--- src/rtl/deq_pkg.sv ---
// Shared types and codes for the double-ended queue.
// Used by deq_ctrl, deq_datapath and double_ended_queue; depends on nothing.
package deq_pkg;

    localparam int DEPTH_DEF      = 16;
    localparam int WORD_WIDTH_DEF = 32;

    localparam int REQ_W   = 3;
    localparam int ST_W    = 2;
    localparam int PORT_W  = 32;

    // Request codes.
    localparam logic [REQ_W-1:0] REQ_PUSH_FRONT = 3'd0;
    localparam logic [REQ_W-1:0] REQ_PUSH_BACK  = 3'd1;
    localparam logic [REQ_W-1:0] REQ_POP_FRONT  = 3'd2;
    localparam logic [REQ_W-1:0] REQ_POP_BACK   = 3'd3;
    localparam logic [REQ_W-1:0] REQ_PEEK_FRONT = 3'd4;
    localparam logic [REQ_W-1:0] REQ_PEEK_BACK  = 3'd5;
    localparam logic [REQ_W-1:0] REQ_CLEAR      = 3'd6;

    // Status codes.
    localparam logic [ST_W-1:0] ST_OK    = 2'd0;
    localparam logic [ST_W-1:0] ST_EMPTY = 2'd1;
    localparam logic [ST_W-1:0] ST_FULL  = 2'd2;

    // Commands from the controller to the datapath.
    typedef struct packed {
        logic load_req;   // latch the incoming item
        logic exec;       // update pointers, write or read the store, set status
        logic take_ram;   // capture the store's read data as the result word
    } t_dq_cmd;

    // Status from the datapath to the controller.
    typedef struct packed {
        logic needs_read; // latched item reads a live entry
    } t_dq_stat;

endpackage

--- src/rtl/deq_ram.sv ---
// Generic single-port-write, single-port-read RAM with registered read data.
// Stand-alone; used by deq_datapath for the entry store.
module deq_ram #(
    parameter int WIDTH = 32,
    parameter int DEPTH = 16
) (
    input  logic                     i_clk,
    input  logic                     i_wr_en,
    input  logic [$clog2(DEPTH)-1:0] i_wr_addr,
    input  logic [WIDTH-1:0]         i_wr_data,
    input  logic                     i_rd_en,
    input  logic [$clog2(DEPTH)-1:0] i_rd_addr,
    output logic [WIDTH-1:0]         o_rd_data
);

    logic [WIDTH-1:0] r_mem [DEPTH];
    logic [WIDTH-1:0] r_rd_data;

    always_ff @(posedge i_clk) begin
        if (i_wr_en) begin
            r_mem[i_wr_addr] <= i_wr_data;
        end
        if (i_rd_en) begin
            r_rd_data <= r_mem[i_rd_addr];
        end
    end

    assign o_rd_data = r_rd_data;

endmodule

--- src/rtl/deq_datapath.sv ---
// Datapath of the double-ended queue: request latch, ring pointers, entry store
// and result registers. Depends on deq_pkg and deq_ram.
module deq_datapath #(
    parameter int DEPTH      = deq_pkg::DEPTH_DEF,
    parameter int WORD_WIDTH = deq_pkg::WORD_WIDTH_DEF
) (
    input  logic                        i_clk,
    input  logic                        i_rst_n,
    input  deq_pkg::t_dq_cmd            i_cmd,
    output deq_pkg::t_dq_stat           o_stat,
    input  logic [deq_pkg::REQ_W-1:0]   i_req_type,
    input  logic [deq_pkg::PORT_W-1:0]  i_push_word,
    output logic [deq_pkg::ST_W-1:0]    o_status,
    output logic [deq_pkg::PORT_W-1:0]  o_read_word
);

    localparam int IW = $clog2(DEPTH);
    localparam int CW = $clog2(DEPTH + 1);
    localparam int SW = CW + 1;
    localparam logic [CW-1:0] DEPTH_CNT = CW'(DEPTH);
    localparam logic [SW-1:0] DEPTH_SUM = SW'(DEPTH);
    localparam logic [IW-1:0] LAST_IDX  = IW'(DEPTH - 1);

    logic [deq_pkg::REQ_W-1:0]  r_req;
    logic [WORD_WIDTH-1:0]      r_word;
    logic [IW-1:0]              r_front, n_front;
    logic [CW-1:0]              r_count, n_count;
    logic [deq_pkg::ST_W-1:0]   r_status, n_status;
    logic [deq_pkg::PORT_W-1:0] r_rdword;

    logic [63:0]           push_ext;
    logic [63:0]           rd_ext;
    logic [WORD_WIDTH-1:0] ram_rdata;
    logic                  full, empty;
    logic                  is_push, is_read;
    logic [IW-1:0]         front_dec, front_inc;
    logic [SW-1:0]         tail_sum, last_sum;
    logic [IW-1:0]         tail_idx, last_idx;
    logic                  wr_en, rd_en;
    logic [IW-1:0]         wr_addr, rd_addr;

    assign push_ext = 64'(i_push_word);

    assign full    = (r_count == DEPTH_CNT);
    assign empty   = (r_count == '0);
    assign is_push = (r_req == deq_pkg::REQ_PUSH_FRONT) || (r_req == deq_pkg::REQ_PUSH_BACK);
    assign is_read = (r_req == deq_pkg::REQ_POP_FRONT)  || (r_req == deq_pkg::REQ_POP_BACK)
                  || (r_req == deq_pkg::REQ_PEEK_FRONT) || (r_req == deq_pkg::REQ_PEEK_BACK);

    assign front_dec = (r_front == '0) ? LAST_IDX : r_front - IW'(1);
    assign front_inc = (r_front == LAST_IDX) ? '0 : r_front + IW'(1);

    // Non-empty, both sums are below 2*DEPTH; one conditional subtract wraps them.
    assign tail_sum = SW'(r_front) + SW'(r_count);
    assign last_sum = tail_sum - SW'(1);
    always_comb begin
        tail_idx = (tail_sum >= DEPTH_SUM) ? IW'(tail_sum - DEPTH_SUM) : IW'(tail_sum);
        last_idx = (last_sum >= DEPTH_SUM) ? IW'(last_sum - DEPTH_SUM) : IW'(last_sum);
    end

    assign o_stat.needs_read = is_read && !empty;

    assign wr_en   = i_cmd.exec && is_push && !full;
    assign wr_addr = (r_req == deq_pkg::REQ_PUSH_FRONT) ? front_dec : tail_idx;
    assign rd_en   = i_cmd.exec && is_read && !empty;
    assign rd_addr = ((r_req == deq_pkg::REQ_POP_BACK) || (r_req == deq_pkg::REQ_PEEK_BACK))
                   ? last_idx : r_front;

    always_comb begin
        n_front  = r_front;
        n_count  = r_count;
        n_status = deq_pkg::ST_OK;
        unique case (r_req)
            deq_pkg::REQ_PUSH_FRONT: begin
                if (full) begin
                    n_status = deq_pkg::ST_FULL;
                end else begin
                    n_front = front_dec;
                    n_count = r_count + CW'(1);
                end
            end
            deq_pkg::REQ_PUSH_BACK: begin
                if (full) begin
                    n_status = deq_pkg::ST_FULL;
                end else begin
                    n_count = r_count + CW'(1);
                end
            end
            deq_pkg::REQ_POP_FRONT: begin
                if (empty) begin
                    n_status = deq_pkg::ST_EMPTY;
                end else begin
                    n_front = front_inc;
                    n_count = r_count - CW'(1);
                end
            end
            deq_pkg::REQ_POP_BACK: begin
                if (empty) begin
                    n_status = deq_pkg::ST_EMPTY;
                end else begin
                    n_count = r_count - CW'(1);
                end
            end
            deq_pkg::REQ_PEEK_FRONT, deq_pkg::REQ_PEEK_BACK: begin
                if (empty) begin
                    n_status = deq_pkg::ST_EMPTY;
                end
            end
            deq_pkg::REQ_CLEAR: begin
                n_front = '0;
                n_count = '0;
            end
            default: begin
                // The unused code leaves everything as it is.
            end
        endcase
    end

    always_ff @(posedge i_clk) begin
        if (!i_rst_n) begin
            r_front <= '0;
            r_count <= '0;
        end else if (i_cmd.exec) begin
            r_front <= n_front;
            r_count <= n_count;
        end
    end

    assign rd_ext = 64'(ram_rdata);

    always_ff @(posedge i_clk) begin
        if (i_cmd.load_req) begin
            r_req  <= i_req_type;
            r_word <= push_ext[WORD_WIDTH-1:0];
        end
        if (i_cmd.exec) begin
            r_status <= n_status;
            r_rdword <= '0;
        end else if (i_cmd.take_ram) begin
            r_rdword <= rd_ext[deq_pkg::PORT_W-1:0];
        end
    end

    deq_ram #(
        .WIDTH (WORD_WIDTH),
        .DEPTH (DEPTH)
    ) u_store (
        .i_clk     (i_clk),
        .i_wr_en   (wr_en),
        .i_wr_addr (wr_addr),
        .i_wr_data (r_word),
        .i_rd_en   (rd_en),
        .i_rd_addr (rd_addr),
        .o_rd_data (ram_rdata)
    );

    assign o_status    = r_status;
    assign o_read_word = r_rdword;

endmodule

--- src/rtl/deq_ctrl.sv ---
// Controller of the double-ended queue: sequences accept, execute and store
// read, and owns the result valid flag. Depends on deq_pkg.
module deq_ctrl (
    input  logic               i_clk,
    input  logic               i_rst_n,
    input  logic               i_req_valid,
    output logic               o_req_ready,
    output logic               o_rsp_valid,
    input  logic               i_rsp_ready,
    input  deq_pkg::t_dq_stat  i_stat,
    output deq_pkg::t_dq_cmd   o_cmd
);

    typedef enum logic [2:0] {
        S_IDLE = 3'b001,
        S_EXEC = 3'b010,
        S_READ = 3'b100
    } t_state;

    t_state r_state, n_state;
    logic   r_rsp_valid, n_rsp_valid;
    logic   slot_free;
    logic   take;

    // The result register may be refilled in the cycle its item leaves.
    assign slot_free = !r_rsp_valid || i_rsp_ready;

    always_comb begin
        n_state        = r_state;
        o_cmd.load_req = 1'b0;
        o_cmd.exec     = 1'b0;
        o_cmd.take_ram = 1'b0;
        take           = 1'b0;
        unique case (r_state)
            S_IDLE: begin
                if (i_req_valid) begin
                    o_cmd.load_req = 1'b1;
                    n_state        = S_EXEC;
                end
            end
            S_EXEC: begin
                if (slot_free) begin
                    o_cmd.exec = 1'b1;
                    if (i_stat.needs_read) begin
                        n_state = S_READ;
                    end else begin
                        take    = 1'b1;
                        n_state = S_IDLE;
                    end
                end
            end
            S_READ: begin
                if (slot_free) begin
                    o_cmd.take_ram = 1'b1;
                    take           = 1'b1;
                    n_state        = S_IDLE;
                end
            end
            default: begin
                n_state = S_IDLE;
            end
        endcase
    end

    assign n_rsp_valid = take || (r_rsp_valid && !i_rsp_ready);

    always_ff @(posedge i_clk) begin
        if (!i_rst_n) begin
            r_state     <= S_IDLE;
            r_rsp_valid <= 1'b0;
        end else begin
            r_state     <= n_state;
            r_rsp_valid <= n_rsp_valid;
        end
    end

    assign o_req_ready = (r_state == S_IDLE);
    assign o_rsp_valid = r_rsp_valid;

endmodule

--- src/rtl/double_ended_queue.sv ---
// Top level of the double-ended queue: bounded deque in a ring buffer.
// Depends on deq_pkg, deq_ctrl, deq_datapath and deq_ram.
//
// Usage:
//   Request channel (i_req_valid / o_req_ready) carries i_req_type and
//   i_push_word. Response channel (o_rsp_valid / i_rsp_ready) carries
//   o_status and o_read_word, exactly one response per request, in order.
//   Requests are handled one at a time. A request is taken in the idle
//   state and executed in the execute state once the output register is
//   free; pushes, clear, errors and the unused code present their response
//   from the execute state, pops and peeks from the store-read state that
//   follows it, as the entry store has a registered read port. A new request
//   is accepted only after the controller is back in the idle state.
//   The finished response sits in an output register, so the next request is
//   accepted while the previous response is still waiting. If the receiver
//   stalls, execution of the following request waits until the output
//   register is free.
//   Reset empties the queue (front index and count to zero). The entry
//   storage is not cleared; only live entries are ever read.
module double_ended_queue #(
    parameter int DEPTH      = deq_pkg::DEPTH_DEF,
    parameter int WORD_WIDTH = deq_pkg::WORD_WIDTH_DEF
) (
    input  logic                        i_clk,
    input  logic                        i_rst_n,
    input  logic                        i_req_valid,
    output logic                        o_req_ready,
    input  logic [deq_pkg::REQ_W-1:0]   i_req_type,
    input  logic [deq_pkg::PORT_W-1:0]  i_push_word,
    output logic                        o_rsp_valid,
    input  logic                        i_rsp_ready,
    output logic [deq_pkg::ST_W-1:0]    o_status,
    output logic [deq_pkg::PORT_W-1:0]  o_read_word
);

    deq_pkg::t_dq_cmd  cmd;
    deq_pkg::t_dq_stat stat;

    deq_ctrl u_ctrl (
        .i_clk       (i_clk),
        .i_rst_n     (i_rst_n),
        .i_req_valid (i_req_valid),
        .o_req_ready (o_req_ready),
        .o_rsp_valid (o_rsp_valid),
        .i_rsp_ready (i_rsp_ready),
        .i_stat      (stat),
        .o_cmd       (cmd)
    );

    deq_datapath #(
        .DEPTH      (DEPTH),
        .WORD_WIDTH (WORD_WIDTH)
    ) u_dp (
        .i_clk       (i_clk),
        .i_rst_n     (i_rst_n),
        .i_cmd       (cmd),
        .o_stat      (stat),
        .i_req_type  (i_req_type),
        .i_push_word (i_push_word),
        .o_status    (o_status),
        .o_read_word (o_read_word)
    );

    // Only one request is in flight: acceptance closes the request channel.
    a_one_in_flight: assert property (@(posedge i_clk) disable iff (!i_rst_n)
        (i_req_valid && o_req_ready) |=> !o_req_ready)
        else $error("request accepted while another is in flight");

    // Every error response carries a zero word.
    a_error_zero: assert property (@(posedge i_clk) disable iff (!i_rst_n)
        (o_rsp_valid && (o_status != deq_pkg::ST_OK)) |-> (o_read_word == '0))
        else $error("error response with non-zero data");

    // Status is always one of the defined codes.
    a_status_code: assert property (@(posedge i_clk) disable iff (!i_rst_n)
        o_rsp_valid |-> (o_status == deq_pkg::ST_OK || o_status == deq_pkg::ST_EMPTY
                         || o_status == deq_pkg::ST_FULL))
        else $error("undefined status code");

    // A store read is followed by capture of its data before any new request.
    a_read_then_take: assert property (@(posedge i_clk) disable iff (!i_rst_n)
        (cmd.exec && stat.needs_read) |=> (!o_req_ready && !cmd.exec))
        else $error("store read not followed by data capture");

endmodule
--- config.mk ---
export PLATFORM = sky130hd
export DESIGN_NAME = double_ended_queue
export DESIGN_NICKNAME = d
export VERILOG_FILES = /design/src/rtl/deq_pkg.sv /design/src/rtl/deq_ram.sv /design/src/rtl/deq_datapath.sv /design/src/rtl/deq_ctrl.sv /design/src/rtl/double_ended_queue.sv
export SDC_FILE = /design/constraint.sdc
export NUM_CORES = 1
export LEC_CHECK = 0
export BUFFER_PORTS_ARGS = -buffer_cell sky130_fd_sc_hd__buf_4
export CAP_MARGIN = 20
export CELL_PAD_IN_SITES_DETAIL_PLACEMENT = 1
export CELL_PAD_IN_SITES_GLOBAL_PLACEMENT = 1
export CORE_MARGIN = 4
export CORE_UTILIZATION = 54
export CTS_BUF_LIST = sky130_fd_sc_hd__clkbuf_8 sky130_fd_sc_hd__clkbuf_16
export DETAILED_ROUTE_END_ITERATION = 8
export GPL_TIMING_DRIVEN = 0
export PLACE_DENSITY_LB_ADDON = 0.3
export SLEW_MARGIN = 20
export SYNTH_ARGS = -nofsm -noshare
export SYNTH_HDL_FRONTEND = slang
export SYNTH_SLANG_ARGS = --single-unit
--- constraint.sdc ---
create_clock -name i_clk -period 4.8 [get_ports i_clk]
set_input_delay 0.48 -clock i_clk [delete_from_list [all_inputs] [get_ports i_clk]]
set_output_delay 0.48 -clock i_clk [all_outputs]
set_load 0.02 [all_outputs]
# ---- Word-level counts from Yosys, hierarchy flattened
# Memories as Yosys holds them, arrays and structs flattened. A register that Yosys moved wholly into a read port is not among the register bits.
# Index checks and enable logic that the tools add are counted.
dict set report totals {
  ff_bits 82
  ram_bits 512
  inputBits 39
  output_inout_bits 36
  wordCells 95
  mem_count 1
}
# name words word_bits read_ports rd_clocked_by_memory_dff write_ports line_no
set memory_table {}
lappend memory_table {u_dp.u_store.r_mem 16 32 1 1 1 deq_ram.sv:16} ;# logic [WIDTH-1:0] r_mem [DEPTH];
dict set report op_classes {
  addsub 8
  order_cmp 2
  n_eq_ne 18
  muxes 30
  n_reduce_logical 28
}
# operator count
set op_table {}
lappend op_table {{4-bit 2-to-1 mux} 8}
lappend op_table {{5-bit case mux with 3 select lines} 1}
lappend op_table {{3-bit equality test, second input constant} 4}
lappend op_table {{6-bit by 5-bit >= comparator with 1-bit output, second input constant} 2}
lappend op_table {{3-bit 2-to-1 mux} 4}
lappend op_table {{4-bit case mux with 3 select lines} 1}
lappend op_table {{4-bit by 1-bit subtractor with 4-bit output, second input constant} 3}
lappend op_table {{1-bit 2-to-1 mux} 10}
lappend op_table {{5-bit 2-to-1 mux} 2}
lappend op_table {{2-bit != test, second input constant} 5}
lappend op_table {{3-bit by 2-bit equality test with 1-bit output, second input constant} 3}
lappend op_table {{3-bit case mux with 3 select lines} 1}
lappend op_table {{4-bit AND reduction} 2}
lappend op_table {{1-bit logical OR} 7}
lappend op_table {{4-bit by 5-bit adder with 6-bit output} 1}
lappend op_table {{3-bit by 1-bit equality test with 1-bit output, second input constant} 2}
lappend op_table {{1-bit logical AND} 6}
lappend op_table {{3-bit nonzero test} 2}
lappend op_table {{6-bit by 1-bit subtractor with 6-bit output, second input constant} 1}
lappend op_table {{5-bit by 1-bit adder with 5-bit output, second input constant} 1}
lappend op_table {{5-bit equality test, second input constant} 1}
lappend op_table {{5-bit logical NOT} 1}
lappend op_table {{5-bit by 1-bit subtractor with 5-bit output, second input constant} 1}
lappend op_table {{4-bit by 1-bit adder with 4-bit output, second input constant} 1}
lappend op_table {{other kinds (11)} 16}

# ---- Depth between registers and ports, before layout
dict set report logic_depth {
  word_depth 9
  mapped_depth 10
}

# ---- Hierarchy
# Synthesis repeated with hierarchy kept, for this count alone.
dict set report hier_totals {
  hier_cells 1139
  hier_area_um2 23636.4
}
# module n_inst cells_each area_each_um2
set by_module_without_submodules {}
lappend by_module_without_submodules {deq_ram 1 838 20155.6}
lappend by_module_without_submodules {deq_datapath 1 273 3245.6}
lappend by_module_without_submodules {deq_ctrl 1 28 235.2}

# ---- Least setup slack after synthesis
# No wires, ideal clock.
dict set report synth_path {
  path_type {reg-to-reg}
  from {register u_dp.r_count[1]}
  to {memory u_dp.u_store.r_mem[0][0], enable pin}
  setup_time_ps 421
  arrival_time_ps 3175
  path_slack_ps 1204
  path_stages_with_launch 8
  path_buffers 0
  synth_period_minus_slack_ps 3596
  path_cell_list {dfxtp_1 > ha_1 > a21o_1 > a21oi_2 > xor2_2 > xnor2_1 > o32a_1 > nor2_1}
}
dict set report synth_via {
  elab_chain_len 5
  elab_cells_between_ends 10
  classes_between {add/sub: 2; order compare: 1; eq/ne: 1; mux: 4; reduce/logical: 2}
}
# element line_no
set synth_rtl {}
lappend synth_rtl {{start: declaration} deq_datapath.sv:27} ;# logic [CW-1:0] r_count, n_count;
lappend synth_rtl {{start signal: assignment} deq_datapath.sv:125} ;# r_count <= n_count;
lappend synth_rtl {{branches (longest 5 deep; another with 4-bit by 5-bit adder with 6-bit output)} -}
lappend synth_rtl {{end: declaration} deq_ram.sv:16}
# Several ways; the timed one is not identified.

# ---- Worst setup path after layout
dict set report layout_path {
  from {register u_dp.r_front[0]}
  to {register u_dp.u_store.r_rd_data[6] (netlist: u_dp.u_store.o_rd_data[6]) (read register of u_dp.u_store.r_mem), data pin}
}
dict set report layout_via {
  elab_chain_len 5
  elab_cells_between_ends 6
  classes_between {add/sub: 3; order compare: 1; mux: 2}
}
# element line_no
set layout_rtl {}
lappend layout_rtl {{start: declaration} deq_datapath.sv:26} ;# logic [IW-1:0] r_front, n_front;
lappend layout_rtl {{start signal: assignment} deq_datapath.sv:124} ;# r_front <= n_front;
lappend layout_rtl {{4-bit by 5-bit adder with 6-bit output} deq_datapath.sv:54} ;# assign tail_sum = SW'(r_front) + SW'(r_count);
lappend layout_rtl {{6-bit by 1-bit subtractor with 6-bit output} deq_datapath.sv:55} ;# assign last_sum = tail_sum - SW'(1);
lappend layout_rtl {{6-bit by 5-bit >= comparator with 1-bit output / 4-bit by 1-bit subtractor with 4-bit output (equally long branches)} deq_datapath.sv:58} ;# last_idx = (last_sum >= DEPTH_SUM) ? IW'(last_sum - DEPTH_SUM) : IW'(last_sum);
lappend layout_rtl {{4-bit 2-to-1 mux} deq_datapath.sv:58}
lappend layout_rtl {{4-bit 2-to-1 mux (*)} deq_datapath.sv:67} ;# ? last_idx : r_front;
lappend layout_rtl {{end: declaration} deq_ram.sv:17} ;# logic [WIDTH-1:0] r_rd_data;
# Every way passes the cells marked *; elsewhere a longest branch is shown, timed or not.
# A chain may end at the register's enable or synchronous reset.

==> results.yml <==
run_status:
  run_status: "completed"
placement:
  dp_cells: 2077
  gp_congestion: 0.790
  io_buffers: 74
  post_dp_cell_area_mm2: 0.0270
  place_ws_ns: 0.971
  dpl.hpwl_um: 39700
yosys:
  yosysUniqueCellTypes: 57
  synthArstFlopShare_pct: 0
  synth_top_cell_area_share_pct: 70.1
  avgSynthCellArea_um2: 18.1
  synth_seq_cells: 626
  synth_nets: 1426
  synthXorXnorAreaFrac_pct: 0.518
  synth_compound_area_share_pct: 2.00
  ys.flop_type: "edfxtp_1"
  synthTopCellsByCount: "edfxtp_1, mux2i_1, nand2_1"
  synth_top_family_by_area: "multiplexers"
  synth_fa_ha_area_share_pct: 0.573
  synth_mux_area_share_pct: 18.6
  synth_simple_gate_area_share_pct: 2.79
  synth_cells: 1377
  synth.largest_area_cell: "edfxtp_1"
  synth_most_common_cell: "edfxtp_1"
  synth-edff-count: 581
  ys_seq_area_share_pct: 73.7
  synth_warnings: 0
  synth_area_mm2: 0.0249
  yosys-top-cells-area: "edfxtp_1, mux2i_1, dfxtp_1"
timing:
  grt_setup_unrepaired: "no"
  setup_ws_ns: 0.896
  fin_skew_ns: 0.0240
  fin_crit_ns: 3.90
  hold_viol_final: 0
  setup_violations: 0
  slew_violations: 0
  fin_crit_sh_pct: 81.3
  relSlewSlack_pct: 26.5
  worst_pin_slew_ns: 1.10
  max_freq_mhz: 256
power:
  p_leak_uw: 0.0103
  ir_drop_v: 0.000349
  power_density_mw_per_mm2: 411
setup_path:
  crit_path_start_kind: "flip-flop"
  path_max_fanout: 10
  crit_path_end_kind: "flip-flop"
  crit_required_ns: 5.14
  r2r_cells: 9
  reg2reg_from: "u_dp.r_front[0]"
  critPathMostFrequentCell: "ha_1"
  max_stage_delay_ns: 0.73
  cpLargestDelayFamily: "adder cells"
  worstReg2RegEnd: "u_dp.u_store.o_rd_data[6]"
  arrival_ns: 4.25
  worst-path-stages: 9
  crit_type: "flip-flop to flip-flop"
  path_buf_inv: 2
  cp_slowest_cell: "clkbuf_1"
  path_cells: "ha_1 -> fa_1 -> inv_1 -> ha_1 -> xnor2_1 -> nor2_1 -> a21oi_1 -> clkbuf_1 -> mux4_2"
  r2r_slack_ns: 0.90
cts:
  clk_pin_slew_ns: 0.06
  numCtsBuffers: 60
  cts_tree: "built"
  clock-sinks: 626
  clock_latency_ns: 0.63
  cts_buffer_depth: 3
  h-tree-depth: 2
  root_buffer: "clkbuf_16"
route:
  wl_um: 63400
  drc: 0
  first_pass_iters: 5
  vias: 13269
  post_drt_via_cell_ratio: 6.04
  wl_per_cell_um: 28.8
  drt_iter0_drc: 1249
  drtAntennaViolNets: 0
min_path:
  hold_path_class: "input pin to flip-flop"
  min_from: "i_push_word[29]"
  worstHoldEndpoint: "u_dp.r_word[29]"
  hold_path_depth: 1
floorplanning:
  dieArea_mm2: 0.0496
  rows: 78
  start_util_pct: 54.8
  coreArea_mm2: 0.0455
  die_x_um: 223
  io_pins: 75
  die_h_um: 223
global_route:
  grt_antenna_before_repair: 0
  grt_usage_pct: 25.5
  grt_pass1_vias: 14407
  grt_overflow: 0
  grt_max_degree: 36
  grt_pass1_wl_um: 93500
layout:
  multiInputGateArea_mm2: 0.00624
  fin_area_mm2: 0.0291
  drive_above_1_share_pct: 18.5
  num_antenna_cells: 0
  seqCellArea_mm2: 0.0183
  stdcell_count: 2198
  fill_cells: 3964
  fin_nets: 1596
  area_growth_pct: 16.8
job:
  max-cap-violations: 0
-- final cells by class --
class                      instances  area share (%)
sequential                       626            63.1
buffer                            67            1.45
tap                              600            2.58
multi-input combinational        676            21.5
timing repair buffer             108            4.35
clock buffer                      68            5.58
clock inverter                    45            1.37
inverter                           8           0.103
-- stage by stage --
step / hold slack (ns) / util, % / power [uW] / setup TNS, ns
global route: 0.00654 / 63.9 / 12300 / 0
CTS: 0.000438 / 63.9 / 12000 / 0
global placement: 0.443 / 57.6 / 7160 / -219.54
floorplan: 0.471 / - / 6880 / 0
finish: 0.0335 / 63.9 / 11900 / 0
detailed placement: 0.449 / 59.3 / 7220 / 0
-- sequential cells by signal, indices dropped and copies added, names as in the netlist --
signal / flops
u_dp.o_status: 2
u_dp.r_req: 3
u_dp.r_front: 4
u_dp.u_store.r_mem: 512
u_dp.r_word: 32
u_dp.u_store.o_rd_data: 32
u_ctrl.r_state: 3
u_dp.o_read_word: 32
u_dp.r_count: 5
u_ctrl.o_rsp_valid: 1
-- repair_timing --
item	CTS	global route
resized for setup	0	0
endpoints found under the hold margin	8	0
buffers inserted	0	0
hold buffers	8	0
setup endpoints to repair	0	0
-- cells in the final DEF, fill, tap and decap left out, types with 8 or more instances in the layout --
master	n
clkinv_1	8
mux4_2	32
buf_4	103
nor2_4	17
mux2i_1	387
edfxtp_1	581
nor2b_1	12
buf_12	8
inv_1	24
nand2_1	76
a21oi_1	42
dfxtp_1	45
clkbuf_1	20
buf_16	16
clkbuf_16	61
buf_2	12
ha_1	9
nor2_1	17
dlygate4sd3_1	8
-- kinds of logic (layout without fill, tap and decap cells) --
group,count (synthesis),after routing
xor+xnor,10,10
mux,421,421
compound gates,80,80
buf+inv,75,296
flops,626,626
simple gates,154,154
fa+ha+maj,11,11
-- metal layers --
| layer | GRT usage, % | share of wire (%) | routed length (um) | up-vias |
|---|---|---|---|---|
| met5 | 0 | 0 | 0 | - |
| met4 | 7.48 | 2.7 | 1740 | 0 |
| met3 | 3.88 | 5.2 | 3320 | 117 |
| met2 | 44.2 | 51 | 32400 | 466 |
| met1 | 33.7 | 41 | 25900 | 6986 |
| li1 | - | - | - | 5700 |
-- report_power, final --
group	switching (uW)	internal [uW]
clock network	2040	2790
logic	556	448
registers	86.2	6030
total	2680	9270
-- how the worst max path moves through the flow --
stage / slack (ns) / start / end
after global routing: 0.86 / u_dp.r_front[0] / u_dp.u_store.o_rd_data[18]
after CTS: 0.94 / u_dp.r_front[0] / u_dp.u_store.o_rd_data[18]
after detailed placement: 0.97 / u_dp.r_front[0] / u_dp.u_store.o_rd_data[18]
final: 0.90 / u_dp.r_front[0] / u_dp.u_store.o_rd_data[6]
after global placement: -0.61 / u_dp.r_count[1] / u_dp.u_store.r_mem[3][15]
after floorplan: 1.20 / u_dp.r_count[1] / u_dp.u_store.r_mem[0][0]
No activity file was read; power rests on OpenSTA's default activity.
